--- config.mk ---
export PLATFORM = sky130hd
export DESIGN_NAME = source_hash_server_select
export DESIGN_NICKNAME = d
export VERILOG_FILES = /design/src/shs_pkg.sv /design/src/shs_front.sv /design/src/shs_queue.sv /design/src/shs_back.sv /design/src/source_hash_server_select.sv
export SDC_FILE = /design/constraint.sdc
export NUM_CORES = 1
export LEC_CHECK = 0
export BUFFER_PORTS_ARGS = -buffer_cell sky130_fd_sc_hd__buf_4
export CORE_UTILIZATION = 65
export CTS_CLUSTER_DIAMETER = 200
export DETAILED_ROUTE_END_ITERATION = 10
export PLACE_DENSITY = 0.8
export SETUP_SLACK_MARGIN = 0.02
export SLEW_MARGIN = 20
export SYNTH_ARGS = -nofsm -noshare
export SYNTH_HDL_FRONTEND = slang
export SYNTH_SLANG_ARGS = --single-unit
--- constraint.sdc ---
create_clock -name clk -period 12.2 [get_ports clk]
set_clock_uncertainty 0.1 [all_clocks]
set_input_delay 2.44 -clock clk [delete_from_list [all_inputs] [get_ports clk]]
set_output_delay 2.44 -clock clk [all_outputs]
set_load 0.01 [all_outputs]
--- src/shs_pkg.sv ---
`default_nettype none
// ----------------------------------------------------------------------------
// Source hash server select package
// Shared types, field widths and codes for the server select block.
// ----------------------------------------------------------------------------
package shs_pkg;

  localparam int SLOT_W   = 4;
  localparam int ID_W     = 16;
  localparam int ENTRY_W  = 16;
  localparam int ADDR_W   = 32;
  localparam int BUCKET_W = 16;
  localparam int STATUS_W = 2;
  localparam int SC_W     = 5;
  localparam int RES_W    = 16;
  localparam int CFG_IDX_W = 1;

  localparam logic [ADDR_W-1:0] GOLDEN_MULT = 32'd2654435761;

  localparam logic [STATUS_W-1:0] ST_SELECTED = 2'd0;
  localparam logic [STATUS_W-1:0] ST_NONE     = 2'd1;
  localparam logic [STATUS_W-1:0] ST_WRITTEN  = 2'd2;

  localparam logic [CFG_IDX_W-1:0] CFG_SERVER_COUNT = 1'd0;
  localparam logic [CFG_IDX_W-1:0] CFG_RESERVED     = 1'd1;

  localparam logic REQ_SELECT = 1'b0;
  localparam logic REQ_WRITE  = 1'b1;

  typedef struct packed {
    logic [SC_W-1:0]  server_count;
    logic [RES_W-1:0] reserved;
  } shs_cfg_t;

  typedef struct packed {
    logic                req_type;
    logic [BUCKET_W-1:0] bucket;
    logic [SLOT_W-1:0]   slot;
    logic [ID_W-1:0]     id;
    logic [ENTRY_W-1:0]  load;
    logic [ENTRY_W-1:0]  limit;
  } shs_item_t;

  typedef enum logic [2:0] {
    BK_IDLE,
    BK_DIV,
    BK_READ,
    BK_CHECK,
    BK_EMIT
  } shs_bk_state_t;

endpackage
`default_nettype wire

--- src/shs_front.sv ---
`default_nettype none
// ----------------------------------------------------------------------------
// Source hash server select front end
// Accepts input transactions, hashes the source address into a bucket and
// hands the classified item to the queue.
// ----------------------------------------------------------------------------
module shs_front #(
  parameter int HASH_BUCKETS = 256
) (
  input  wire logic                        clk,
  input  wire logic                        rst_n,
  input  wire logic                        in_valid,
  output logic                             in_ready,
  input  wire logic                        in_req_type,
  input  wire logic [shs_pkg::ADDR_W-1:0]  in_source_address,
  input  wire logic [shs_pkg::SLOT_W-1:0]  in_slot_index,
  input  wire logic [shs_pkg::ID_W-1:0]    in_entry_id,
  input  wire logic [shs_pkg::ENTRY_W-1:0] in_entry_load,
  input  wire logic [shs_pkg::ENTRY_W-1:0] in_entry_limit,
  output logic                             f_valid,
  input  wire logic                        f_ready,
  output shs_pkg::shs_item_t               f_item
);
  import shs_pkg::*;

  localparam int HB = $clog2(HASH_BUCKETS);
  localparam logic [HB-1:0] GOLD_LO = GOLDEN_MULT[HB-1:0];

  logic            f_valid_r;
  shs_item_t       f_item_r;
  logic [HB-1:0]   bucket;
  logic            accept;

  assign in_ready = !f_valid_r || f_ready;
  assign accept   = in_valid && in_ready;
  assign bucket   = in_source_address[HB-1:0] * GOLD_LO;

  always_ff @(posedge clk) begin
    if (!rst_n) begin
      f_valid_r <= 1'b0;
    end else if (accept) begin
      f_valid_r <= 1'b1;
    end else if (f_ready) begin
      f_valid_r <= 1'b0;
    end
  end

  always_ff @(posedge clk) begin
    if (accept) begin
      f_item_r.req_type <= in_req_type;
      f_item_r.bucket   <= BUCKET_W'(bucket);
      f_item_r.slot     <= in_slot_index;
      f_item_r.id       <= in_entry_id;
      f_item_r.load     <= in_entry_load;
      f_item_r.limit    <= in_entry_limit;
    end
  end

  assign f_valid = f_valid_r;
  assign f_item  = f_item_r;

endmodule
`default_nettype wire

--- src/shs_queue.sv ---
`default_nettype none
// ----------------------------------------------------------------------------
// Source hash server select queue
// Two-entry FIFO that decouples the front end from the back end.
// ----------------------------------------------------------------------------
module shs_queue (
  input  wire logic               clk,
  input  wire logic               rst_n,
  input  wire logic               wr_valid,
  output logic                    wr_ready,
  input  wire shs_pkg::shs_item_t wr_item,
  output logic                    rd_valid,
  input  wire logic               rd_ready,
  output shs_pkg::shs_item_t      rd_item
);
  import shs_pkg::*;

  shs_item_t   q_mem_r [2];
  logic        wr_ptr_r;
  logic        rd_ptr_r;
  logic [1:0]  count_r;
  logic        push;
  logic        pop;

  assign wr_ready = count_r != 2'd2;
  assign rd_valid = count_r != 2'd0;
  assign push     = wr_valid && wr_ready;
  assign pop      = rd_valid && rd_ready;
  assign rd_item  = q_mem_r[rd_ptr_r];

  always_ff @(posedge clk) begin
    if (!rst_n) begin
      wr_ptr_r <= 1'b0;
      rd_ptr_r <= 1'b0;
      count_r  <= 2'd0;
    end else begin
      if (push) begin
        wr_ptr_r <= !wr_ptr_r;
      end
      if (pop) begin
        rd_ptr_r <= !rd_ptr_r;
      end
      priority if (push && !pop) begin
        count_r <= count_r + 2'd1;
      end else if (pop && !push) begin
        count_r <= count_r - 2'd1;
      end else begin
        count_r <= count_r;
      end
    end
  end

  always_ff @(posedge clk) begin
    if (push) begin
      q_mem_r[wr_ptr_r] <= wr_item;
    end
  end

endmodule
`default_nettype wire

--- src/shs_back.sv ---
`default_nettype none
// ----------------------------------------------------------------------------
// Source hash server select back end
// Holds the server table, reduces the bucket modulo the server count one bit
// per cycle, probes the table slot by slot and drives the output register.
// ----------------------------------------------------------------------------
module shs_back #(
  parameter int MAX_SERVERS  = 16,
  parameter int HASH_BUCKETS = 256,
  parameter int LOAD_BITS    = 16
) (
  input  wire logic                         clk,
  input  wire logic                         rst_n,
  input  wire shs_pkg::shs_cfg_t            cfg,
  input  wire logic                         q_valid,
  output logic                              q_ready,
  input  wire shs_pkg::shs_item_t           q_item,
  output logic                              out_valid,
  input  wire logic                         out_ready,
  output logic [shs_pkg::STATUS_W-1:0]      out_status,
  output logic [shs_pkg::ID_W-1:0]          out_chosen_id,
  output logic [shs_pkg::SLOT_W-1:0]        out_chosen_slot
);
  import shs_pkg::*;

  localparam int HB  = $clog2(HASH_BUCKETS);
  localparam int DCW = $clog2(HB + 1);
  localparam int SW  = $clog2(MAX_SERVERS);
  localparam int CW  = $clog2(MAX_SERVERS + 1);
  localparam int LB  = LOAD_BITS;
  localparam int MW  = ID_W + 2 * LB;
  localparam int NW  = ((LB > RES_W) ? LB : RES_W) + 1;

  shs_bk_state_t state_r, state_nxt;

  logic [MW-1:0]        tbl_mem [MAX_SERVERS];
  logic [MW-1:0]        rd_data_r;
  logic [CW-1:0]        rem_r;
  logic [HB-1:0]        dvd_r;
  logic [DCW-1:0]       div_cnt_r;
  logic [SW-1:0]        pos_r;
  logic [CW-1:0]        k_r;
  logic [STATUS_W-1:0]  res_status_r;
  logic [ID_W-1:0]      res_id_r;
  logic [SLOT_W-1:0]    res_slot_r;
  logic                 out_valid_r;
  logic [STATUS_W-1:0]  out_status_r;
  logic [ID_W-1:0]      out_id_r;
  logic [SLOT_W-1:0]    out_slot_r;

  logic [CW-1:0]        n_eff;
  logic [CW:0]          div_try;
  logic [CW-1:0]        rem_nxt;
  logic [CW-1:0]        pos_inc;
  logic [SW-1:0]        pos_wrap;
  logic [ID_W-1:0]      rd_id;
  logic [LB-1:0]        rd_load;
  logic [LB-1:0]        rd_limit;
  logic [NW-1:0]        need;
  logic                 hit;
  logic                 last_probe;
  logic                 div_done;
  logic                 slot_ok;
  logic [SW-1:0]        wr_addr;
  logic                 mem_we;
  logic                 out_load;
  logic [31:0]          pos_wide;

  always_comb begin
    priority if (cfg.server_count == '0) begin
      n_eff = CW'(1);
    end else if (32'(cfg.server_count) > MAX_SERVERS) begin
      n_eff = CW'(MAX_SERVERS);
    end else begin
      n_eff = CW'(cfg.server_count);
    end
  end

  assign div_try  = {rem_r, dvd_r[HB-1]};
  assign rem_nxt  = (div_try >= {1'b0, n_eff}) ? CW'(div_try - {1'b0, n_eff}) : CW'(div_try);
  assign div_done = div_cnt_r == DCW'(1);

  assign pos_inc    = CW'(pos_r) + CW'(1);
  assign pos_wrap   = (pos_inc >= n_eff) ? '0 : SW'(pos_inc);
  assign last_probe = (k_r + CW'(1)) == n_eff;
  assign pos_wide   = 32'(pos_r);

  assign rd_id    = rd_data_r[MW-1 -: ID_W];
  assign rd_load  = rd_data_r[2*LB-1 -: LB];
  assign rd_limit = rd_data_r[LB-1:0];
  assign need     = NW'(rd_load) + NW'(cfg.reserved);
  assign hit      = need < NW'(rd_limit);

  assign slot_ok = 32'(q_item.slot) < MAX_SERVERS;
  assign wr_addr = SW'(q_item.slot);

  always_comb begin
    state_nxt = state_r;
    unique case (state_r)
      BK_IDLE: begin
        if (q_valid) begin
          state_nxt = (q_item.req_type == REQ_WRITE) ? BK_EMIT : BK_DIV;
        end
      end
      BK_DIV: begin
        if (div_done) begin
          state_nxt = BK_READ;
        end
      end
      BK_READ: begin
        state_nxt = BK_CHECK;
      end
      BK_CHECK: begin
        state_nxt = (hit || last_probe) ? BK_EMIT : BK_READ;
      end
      BK_EMIT: begin
        if (!out_valid_r || out_ready) begin
          state_nxt = BK_IDLE;
        end
      end
      default: begin
        state_nxt = BK_IDLE;
      end
    endcase
  end

  always_comb begin
    q_ready  = 1'b0;
    mem_we   = 1'b0;
    out_load = 1'b0;
    unique case (state_r)
      BK_IDLE: begin
        q_ready = 1'b1;
        mem_we  = q_valid && (q_item.req_type == REQ_WRITE) && slot_ok;
      end
      BK_EMIT: begin
        out_load = !out_valid_r || out_ready;
      end
      default: begin
        q_ready = 1'b0;
      end
    endcase
  end

  always_ff @(posedge clk) begin
    if (!rst_n) begin
      state_r     <= BK_IDLE;
      out_valid_r <= 1'b0;
    end else begin
      state_r <= state_nxt;
      if (out_load) begin
        out_valid_r <= 1'b1;
      end else if (out_ready) begin
        out_valid_r <= 1'b0;
      end
    end
  end

  always_ff @(posedge clk) begin
    if (mem_we) begin
      tbl_mem[wr_addr] <= {q_item.id, LB'(q_item.load), LB'(q_item.limit)};
    end
    rd_data_r <= tbl_mem[pos_r];
  end

  always_ff @(posedge clk) begin
    unique case (state_r)
      BK_IDLE: begin
        rem_r        <= '0;
        dvd_r        <= q_item.bucket[HB-1:0];
        div_cnt_r    <= DCW'(HB);
        k_r          <= '0;
        res_status_r <= ST_WRITTEN;
        res_id_r     <= '0;
        res_slot_r   <= '0;
      end
      BK_DIV: begin
        rem_r     <= rem_nxt;
        dvd_r     <= dvd_r << 1;
        div_cnt_r <= div_cnt_r - DCW'(1);
        if (div_done) begin
          pos_r <= SW'(rem_nxt);
        end
      end
      BK_CHECK: begin
        priority if (hit) begin
          res_status_r <= ST_SELECTED;
          res_id_r     <= rd_id;
          res_slot_r   <= pos_wide[SLOT_W-1:0];
        end else if (last_probe) begin
          res_status_r <= ST_NONE;
          res_id_r     <= '0;
          res_slot_r   <= '0;
        end else begin
          pos_r <= pos_wrap;
          k_r   <= k_r + CW'(1);
        end
      end
      default: begin
      end
    endcase
    if (out_load) begin
      out_status_r <= res_status_r;
      out_id_r     <= res_id_r;
      out_slot_r   <= res_slot_r;
    end
  end

  assign out_valid       = out_valid_r;
  assign out_status      = out_status_r;
  assign out_chosen_id   = out_id_r;
  assign out_chosen_slot = out_slot_r;

endmodule
`default_nettype wire

--- src/source_hash_server_select.sv ---
`default_nettype none
// ----------------------------------------------------------------------------
// Source hash server select
// Hashes a source address onto a table of servers and returns the first
// server, probing forward from the hashed slot, that still has headroom.
// ----------------------------------------------------------------------------
// A write transaction stores one table slot and returns status written; a
// select transaction returns the chosen server or status none. The front end
// registers each transaction with its hashed bucket and a two-entry queue
// lets it keep accepting while the back end works. The back end handles one
// transaction at a time: a select first forms the bucket remainder one bit
// per cycle and then probes slots, each probed slot costing one registered
// table read and one check. Configuration writes take effect at once; the
// user must make them while no transaction is in flight, as the block itself
// does not enforce this.
module source_hash_server_select #(
  parameter int MAX_SERVERS  = 16,
  parameter int HASH_BUCKETS = 256,
  parameter int LOAD_BITS    = 16
) (
  input  wire logic                           clk,
  input  wire logic                           rst_n,
  input  wire logic                           in_valid,
  output logic                                in_ready,
  input  wire logic                           in_req_type,
  input  wire logic [shs_pkg::ADDR_W-1:0]     in_source_address,
  input  wire logic [shs_pkg::SLOT_W-1:0]     in_slot_index,
  input  wire logic [shs_pkg::ID_W-1:0]       in_entry_id,
  input  wire logic [shs_pkg::ENTRY_W-1:0]    in_entry_load,
  input  wire logic [shs_pkg::ENTRY_W-1:0]    in_entry_limit,
  output logic                                out_valid,
  input  wire logic                           out_ready,
  output logic [shs_pkg::STATUS_W-1:0]        out_status,
  output logic [shs_pkg::ID_W-1:0]            out_chosen_id,
  output logic [shs_pkg::SLOT_W-1:0]          out_chosen_slot,
  input  wire logic                           cfg_we,
  input  wire logic [shs_pkg::CFG_IDX_W-1:0]  cfg_index,
  input  wire logic [shs_pkg::RES_W-1:0]      cfg_wdata
);
  import shs_pkg::*;

  shs_cfg_t  cfg_r;
  logic      f_valid;
  logic      q_in_ready;
  shs_item_t f_item;
  logic      q_valid;
  logic      q_ready;
  shs_item_t q_item;

  always_ff @(posedge clk) begin
    if (!rst_n) begin
      cfg_r.server_count <= SC_W'(1);
      cfg_r.reserved     <= '0;
    end else if (cfg_we) begin
      unique case (cfg_index)
        CFG_SERVER_COUNT: cfg_r.server_count <= cfg_wdata[SC_W-1:0];
        CFG_RESERVED:     cfg_r.reserved     <= cfg_wdata;
        default:          cfg_r              <= cfg_r;
      endcase
    end
  end

  shs_front #(
    .HASH_BUCKETS(HASH_BUCKETS)
  ) u_front (
    .clk              (clk),
    .rst_n            (rst_n),
    .in_valid         (in_valid),
    .in_ready         (in_ready),
    .in_req_type      (in_req_type),
    .in_source_address(in_source_address),
    .in_slot_index    (in_slot_index),
    .in_entry_id      (in_entry_id),
    .in_entry_load    (in_entry_load),
    .in_entry_limit   (in_entry_limit),
    .f_valid          (f_valid),
    .f_ready          (q_in_ready),
    .f_item           (f_item)
  );

  shs_queue u_queue (
    .clk     (clk),
    .rst_n   (rst_n),
    .wr_valid(f_valid),
    .wr_ready(q_in_ready),
    .wr_item (f_item),
    .rd_valid(q_valid),
    .rd_ready(q_ready),
    .rd_item (q_item)
  );

  shs_back #(
    .MAX_SERVERS (MAX_SERVERS),
    .HASH_BUCKETS(HASH_BUCKETS),
    .LOAD_BITS   (LOAD_BITS)
  ) u_back (
    .clk            (clk),
    .rst_n          (rst_n),
    .cfg            (cfg_r),
    .q_valid        (q_valid),
    .q_ready        (q_ready),
    .q_item         (q_item),
    .out_valid      (out_valid),
    .out_ready      (out_ready),
    .out_status     (out_status),
    .out_chosen_id  (out_chosen_id),
    .out_chosen_slot(out_chosen_slot)
  );

`ifndef ASSERT_OFF
  a_status_code: assert property (@(posedge clk) disable iff (!rst_n)
    out_valid |-> (out_status == ST_SELECTED || out_status == ST_NONE ||
                   out_status == ST_WRITTEN))
    else $error("result carries an unknown status code");

  a_unused_zero: assert property (@(posedge clk) disable iff (!rst_n)
    out_valid && out_status != ST_SELECTED |->
      out_chosen_id == '0 && out_chosen_slot == '0)
    else $error("identifier or slot is nonzero without a selected server");

  a_front_hold: assert property (@(posedge clk) disable iff (!rst_n)
    f_valid && !q_in_ready |=> f_valid)
    else $error("front end dropped a transaction while the queue was full");

  a_reset_idle: assert property (@(posedge clk)
    !rst_n |=> !out_valid)
    else $error("result valid right after reset");
`endif

endmodule
`default_nettype wire

**After elaboration in Yosys (flattened, before gate mapping)**

Memories as Yosys holds them, arrays and structs flattened. A register that Yosys moved wholly into a read port is not among the register bits.
Index checks and enable logic that the tools add are counted.

- Register bits after elaboration: 161
- RAM bits: 890
- Bits of input ports: 107
- Output and inout port bits: 24
- Memories kept: 2

- $add $sub $neg: 7
- Multiply operators: 1
- Order comparisons: 4
- Equality and inequality tests: 13
- Mux-type cells: 44
- Bitwise logic cells: 1
- Reduce and logical (&&, ||, !) cells: 30

Memories:

| memory | words | width | read ports | clocked after memory_dff | write ports | line | text |
|---|---|---|---|---|---|---|---|
| u_back.tbl_mem | 16 | 48 | 1 | 1 | 1 | shs_back.sv:36 | `logic [MW-1:0] tbl_mem [MAX_SERVERS];` |
| u_queue.q_mem_r | 2 | 61 | 1 | 1 | 1 | shs_queue.sv:18 | `shs_item_t q_mem_r [2];` |

Operator list:

| kind | count |
|---|---|
| $mux 16 | 2 |
| $pmux 16 s2 | 1 |
| $mux 5 | 5 |
| $mux 4 | 6 |
| $pmux 4 s2 | 3 |
| $pmux 5 s2 | 2 |
| $add 16x16->17 | 1 |
| $lt 17x16->1 | 1 |
| $pmux 8 s2 | 1 |
| $mux 3 | 5 |
| $pmux 3 s5 | 1 |
| $reduce_bool 2->1 | 7 |
| $mux 1 | 13 |
| $mul 8x8->8 const B | 1 |
| $mux 2 | 4 |
| $eq 3x2->1 const B | 2 |
| $ge 6x5->1 | 1 |
| $logic_and 1x1->1 | 6 |
| $logic_not 1->1 | 6 |
| $ne 2x1->1 const B | 3 |
| $ne 2x2->1 const B | 3 |
| $reduce_and 2->1 | 3 |
| $reduce_and 3->1 | 2 |
| $add 4x1->5 const B | 1 |
| 18 further kinds | 20 |

**Logic depth before layout (Yosys ltp)**

- Depth in word-level cells: 8
- Mapped depth: 17

**Modules after synthesis**

A second synthesis with hierarchy kept.

- Cells, all modules: 1950
- Area, all modules: 42574.6 µm²

By module, submodules not included:

| module | instances | cells each | area an instance (µm²) | seq. area each (µm²) |
|---|---|---|---|---|
| shs_back | 1 | 1530 | 34345.4 | 26205.1 |
| shs_queue | 1 | 239 | 5260.0 | 4244.1 |
| shs_front | 1 | 90 | 2108.3 | 1851.8 |
| source_hash_server_select | 1 | 91 | 860.8 | 420.4 |

**Worst setup path after synthesis**

Ideal clock, no wire load.

- Path kind: input to register
- Start point: input out_ready
- End point: register u_back.out_id_r[0], in the netlist u_back.out_chosen_id[0], enable pin
- Setup time: 429 ps
- Data arrival time: 4062 ps
- Data required time: 11671 ps
- Path slack: 7610 ps
- Stages on the path: 2
- Buffers on the path: 0
- Cells stage by stage: nor2b_1 nor3_1

- Cells in the longest elaborated chain, start to end: 2

RTL lines:

| item | line | text |
|---|---|---|
| from (decl) | source_hash_server_select.sv:32 | `input wire logic out_ready,` |
| $logic_or 1x1->1 | shs_back.sv:137 | `out_load = !out_valid_r \|\| out_ready;` |
| $mux 1 | shs_back.sv:131 | `unique case (state_r)` |
| net u_back.out_load | shs_back.sv:66 | `logic out_load;` |
| to (signal assigned) | shs_back.sv:204 | `out_id_r <= res_id_r;` |
| to (decl) | shs_back.sv:48 | `logic [ID_W-1:0] out_id_r;` |

The timed path passes the listed nets, and every way through them passes these cells.
A chain may end at the register's enable or synchronous reset.

**Final worst setup path**

- Start point: register cfg_r[0] (netlist bit)
- End point: register u_back.res_id_r[12], enable pin

- Cells in the longest elaborated chain, start to end: 4

RTL lines:

| item | line | text |
|---|---|---|
| from (decl) | source_hash_server_select.sv:42 | `shs_cfg_t cfg_r;` |
| from (signal assigned) | source_hash_server_select.sv:58 | `default: cfg_r <= cfg_r;` |
| $add 16x16->17 | shs_back.sv:91 | `assign need = NW'(rd_load) + NW'(cfg.reserved);` |
| $lt 17x16->1 | shs_back.sv:92 | `assign hit = need < NW'(rd_limit);` |
| $ne 3x1->1 (no source line) | - |  |
| $reduce_and 2->1 (no source line) | - |  |
| to (signal assigned) | shs_back.sv:188 | `res_id_r <= rd_id;` |
| to (decl) | shs_back.sv:44 | `logic [ID_W-1:0] res_id_r;` |

No other way between the ends.

==> impl_metrics.csv <==
group,metric,value,unit
setup_path,crit_fanout,22,
floorplan,die_width,255.4,um
power_and_ir_drop,post-layout-total-power,8857,uW
routing,antenna_left,0,
finish,relative_area_change_from_synthesis_to_final_layout,12.95,%
grt,grt_util_all_layers,28.53,%
logic_synthesis,yosys.area.top_type,"sky130_fd_sc_hd__edfxtp_1",
floorplan,initial_core_util,66.03,%
setup_path,timing.setup.critical_path_class,"flop to flop",
floorplan,design.portCount,131,
cts,clk_pin_slew_worst_paths,0.06,ns
logic_synthesis,synthFlopType,"sky130_fd_sc_hd__edfxtp_1",
finish,post_layout_nonfiller_instances,3057,
setup_path,worst_ep_arrival_time,5.48,ns
cts,post_cts_buffers,0,
cts,root_buffer,"sky130_fd_sc_hd__clkbuf_16",
routing,drt_first_pass_iters,6,
routing,wire_per_inst,29.69,um
cts,clock_latency,0.67,ns
logic_synthesis,mappedNetlistArea,41730,um^2
sta,grt_setup_unrepaired,"no",
job,max_cap_violations,0,
sta,slew_headroom,19.97,%
floorplan,design.die.area,65210,um^2
sta,least_margin_pin_slew,1.200,ns
routing,remaining_drc_errors,0,
grt,grt_pass1_vias,21012,
floorplan,core.rowCount,92,
cts,cts_sinks,1100,
grt,grt_pass1_wl,133.8,mm
cts,cts_resized,0,
floorplan,fp.coreArea,63200,um^2
finish,drive_above_1_share,27.54,%
finish,layout.core_utilization,74.58,%
place,gp_congestion,0.8449,
logic_synthesis,netlist_top_cells_area,"sky130_fd_sc_hd__edfxtp_1, sky130_fd_sc_hd__mux4_2, sky130_fd_sc_hd__dfxtp_1, sky130_fd_sc_hd__ha_1, sky130_fd_sc_hd__mux2_2",
logic_synthesis,ys_async_sr_fraction,0,%
finish,n_antenna_cell,0,
sta,finalWorstPathRequiredPeriod,5.266,ns
logic_synthesis,ys_types,62,
sta,fmaxAchievable,0.1899,GHz
routing,routed-via-count,20053,
setup_path,critPathCaptureType,"flop",
sta,tns,0,ns
setup_path,critPathLaunchType,"flop",
logic_synthesis,ys_ff_latch,1100,
sta,timing.final.setup_violations,0,
logic_synthesis,seq_area_frac_synth,77.27,%
cts,clock_tree_from_tritoncts,"done",
routing,detail_route.iter0.violations,2194,
place,port-buffer-count,106,
power_and_ir_drop,power.ir.vdd_worst,126.3,uV
routing,drt-vias-per-instance,6.560,
cts,cts_hold_repair.buffers,0,
run_status,outcome,"finished, final reports clean",
place,place.detailed.instances,2858,
finish,final_net_count,2284,
routing,routed_wl,90.77,mm
place,detailed_place_hpwl,44.55,mm
logic_synthesis,synthMostInstantiatedCell,"sky130_fd_sc_hd__edfxtp_1",
logic_synthesis,syn_area_per_cell,21.36,um^2
logic_synthesis,yosys_warnings,0,
power_and_ir_drop,power.density_cell_area,187.9,nW/um^2
grt,grt_overflow_total,0,
logic_synthesis,syn_inst,1953,
logic_synthesis,synth_top_area_share,73.48,%
cts,cts_max_level,3,
grt,grt_antenna_before_repair,0,
logic_synthesis,synth.net_count,2116,
grt,grt_max_degree,153,
floorplan,fp.dieH,255.4,um
cts,cts_max_path_buffers,3,
logic_synthesis,yosys-top-cells-count,"sky130_fd_sc_hd__edfxtp_1, sky130_fd_sc_hd__mux4_2, sky130_fd_sc_hd__dfxtp_1",
logic_synthesis,number_of_synthesized_flops_with_an_enable_pin,1021,
sta,timing.final.crit_share,43.16,%
hold_path,min_path_type,"flop to flop",
power_and_ir_drop,total_leakage_power,0.01559,uW
sta,timing.final.max_slew_violations,0,
sta,finalHoldViolCount,0,
setup_path,worst_ep_required_time,12.41,ns
cts,cts_made_buffers,106,
[power by group]
group          leakage (uW)  internal, uW  switching [uW]  total, uW
Combinational       0.00390           288             617        904
Clock               0.00168          1870            1360       3230
Sequential           0.0100          4610             110       4720
[worst max-delay path, cell delays in order, from the launching register on]
cell                        delay, ns
sky130_fd_sc_hd__dfxtp_1         0.36
sky130_fd_sc_hd__ha_1            0.21
sky130_fd_sc_hd__inv_1           0.07
sky130_fd_sc_hd__fa_1            0.40
sky130_fd_sc_hd__nor2b_1         0.18
sky130_fd_sc_hd__o31a_1          0.24
sky130_fd_sc_hd__o211ai_1        0.20
sky130_fd_sc_hd__a21boi_0        0.37
sky130_fd_sc_hd__nor4_1          0.10
sky130_fd_sc_hd__a311o_1         0.34
sky130_fd_sc_hd__ha_1            0.32
sky130_fd_sc_hd__a21oi_1         0.14
sky130_fd_sc_hd__nor2b_1         0.06
sky130_fd_sc_hd__a2111oi_1       0.51
sky130_fd_sc_hd__o311ai_1        0.30
sky130_fd_sc_hd__nor2_1          0.43
sky130_fd_sc_hd__o31a_1          0.20
sky130_fd_sc_hd__buf_4           0.35
[per-layer routing]
metal	routed length, um	vias to the layer above	GRT usage, %
met2	48640	1046	49.65
met3	6196	194	4.246
li1	-	8315	-
met1	33020	10498	36.79
met5	0	-	0
met4	2915	0	10.68
[cell families after synthesis]
kind of cell	count (synthesis)	synth area share (%)
AOI/OAI and AO/OA	125	2.033
xor gates and xnor gates	31	0.6507
adders and majority gates	56	1.733
buffers and inverters	125	1.208
DFF	1100	77.27
muxes	308	14.74
and+or+nand+nor	208	2.366
[per-stage QoR]
step	setup WS [ns]	cell area, um^2	hold WS, ns
after global routing	6.698	47130	0.3310
after CTS	7.029	47100	0.3232
final	6.934	47130	0.3211
after floorplan	7.610	41730	0.3003
after detailed placement	7.060	43670	0.3090
after global placement	7.325	43670	0.3012
[area by class of cell]
class	instances	area, um^2
Sequential cell	1100	32240
Timing Repair Buffer	141	1104
Clock buffer	139	2848
Multi-Input combinational cell	728	9125
Tap cell	846	1059
Inverter	44	165.2
Clock inverter	59	585.6
Fill cell	3322	16070
[path summary, 6_finish.rpt]
check	start	to	slack, ns	depth (start not counted)
max	cfg_r[0]$_SDFFE_PN0P_	u_back.res_id_r[12]$_SDFFCE_PP0P_	6.93	17
min	u_back.res_id_r[9]$_SDFFCE_PP0P_	u_back.out_chosen_id[9]$_DFFE_PP_	0.32	0
max reg2reg	cfg_r[0]$_SDFFE_PN0P_	u_back.res_id_r[12]$_SDFFCE_PP0P_	6.93	17
min reg2reg	u_back.res_id_r[9]$_SDFFCE_PP0P_	u_back.out_chosen_id[9]$_DFFE_PP_	0.32	0
[state kept, by name, summed over array words and instances, names as in the netlist, 5 cells and up, named ones only]
register	count
u_back.tbl_mem	768
u_queue.q_mem_r	122
u_front.f_item	61
u_back.rd_data_r	48
cfg_r	21
u_back.out_chosen_id	16
u_back.res_id_r	16
u_back.dvd_r	8
u_back.k_r	5
u_back.rem_r	5
[placed cells by master, fill, tap and decap left out, types with 4 or more instances in the layout]
cell type	count
sky130_fd_sc_hd__ha_1	53
sky130_fd_sc_hd__mux4_2	240
sky130_fd_sc_hd__nor2b_1	11
sky130_fd_sc_hd__xnor2_1	21
sky130_fd_sc_hd__nand3_1	9
sky130_fd_sc_hd__nand2_1	60
sky130_fd_sc_hd__buf_4	138
sky130_fd_sc_hd__nor2_4	17
sky130_fd_sc_hd__a31oi_1	4
sky130_fd_sc_hd__nand2b_1	8
sky130_fd_sc_hd__a21o_1	10
sky130_fd_sc_hd__edfxtp_1	1021
sky130_fd_sc_hd__clkbuf_8	5
sky130_fd_sc_hd__and2_1	25
sky130_fd_sc_hd__a21boi_0	21
sky130_fd_sc_hd__bufinv_16	11
sky130_fd_sc_hd__dfxtp_1	78
sky130_fd_sc_hd__clkinv_1	22
sky130_fd_sc_hd__inv_6	4
sky130_fd_sc_hd__clkinv_2	18
sky130_fd_sc_hd__xor2_1	10
sky130_fd_sc_hd__mux2i_1	17
sky130_fd_sc_hd__mux2_2	51
sky130_fd_sc_hd__nand4_1	4
sky130_fd_sc_hd__o22ai_1	4
sky130_fd_sc_hd__o21ai_0	21
sky130_fd_sc_hd__a21oi_1	29
sky130_fd_sc_hd__inv_1	44
sky130_fd_sc_hd__clkbuf_1	27
sky130_fd_sc_hd__nor2_1	46
sky130_fd_sc_hd__clkbuf_16	107
sky130_fd_sc_hd__nor3_1	7
sky130_fd_sc_hd__o21bai_1	5
Note: power is estimated with default switching activity, not from simulation.
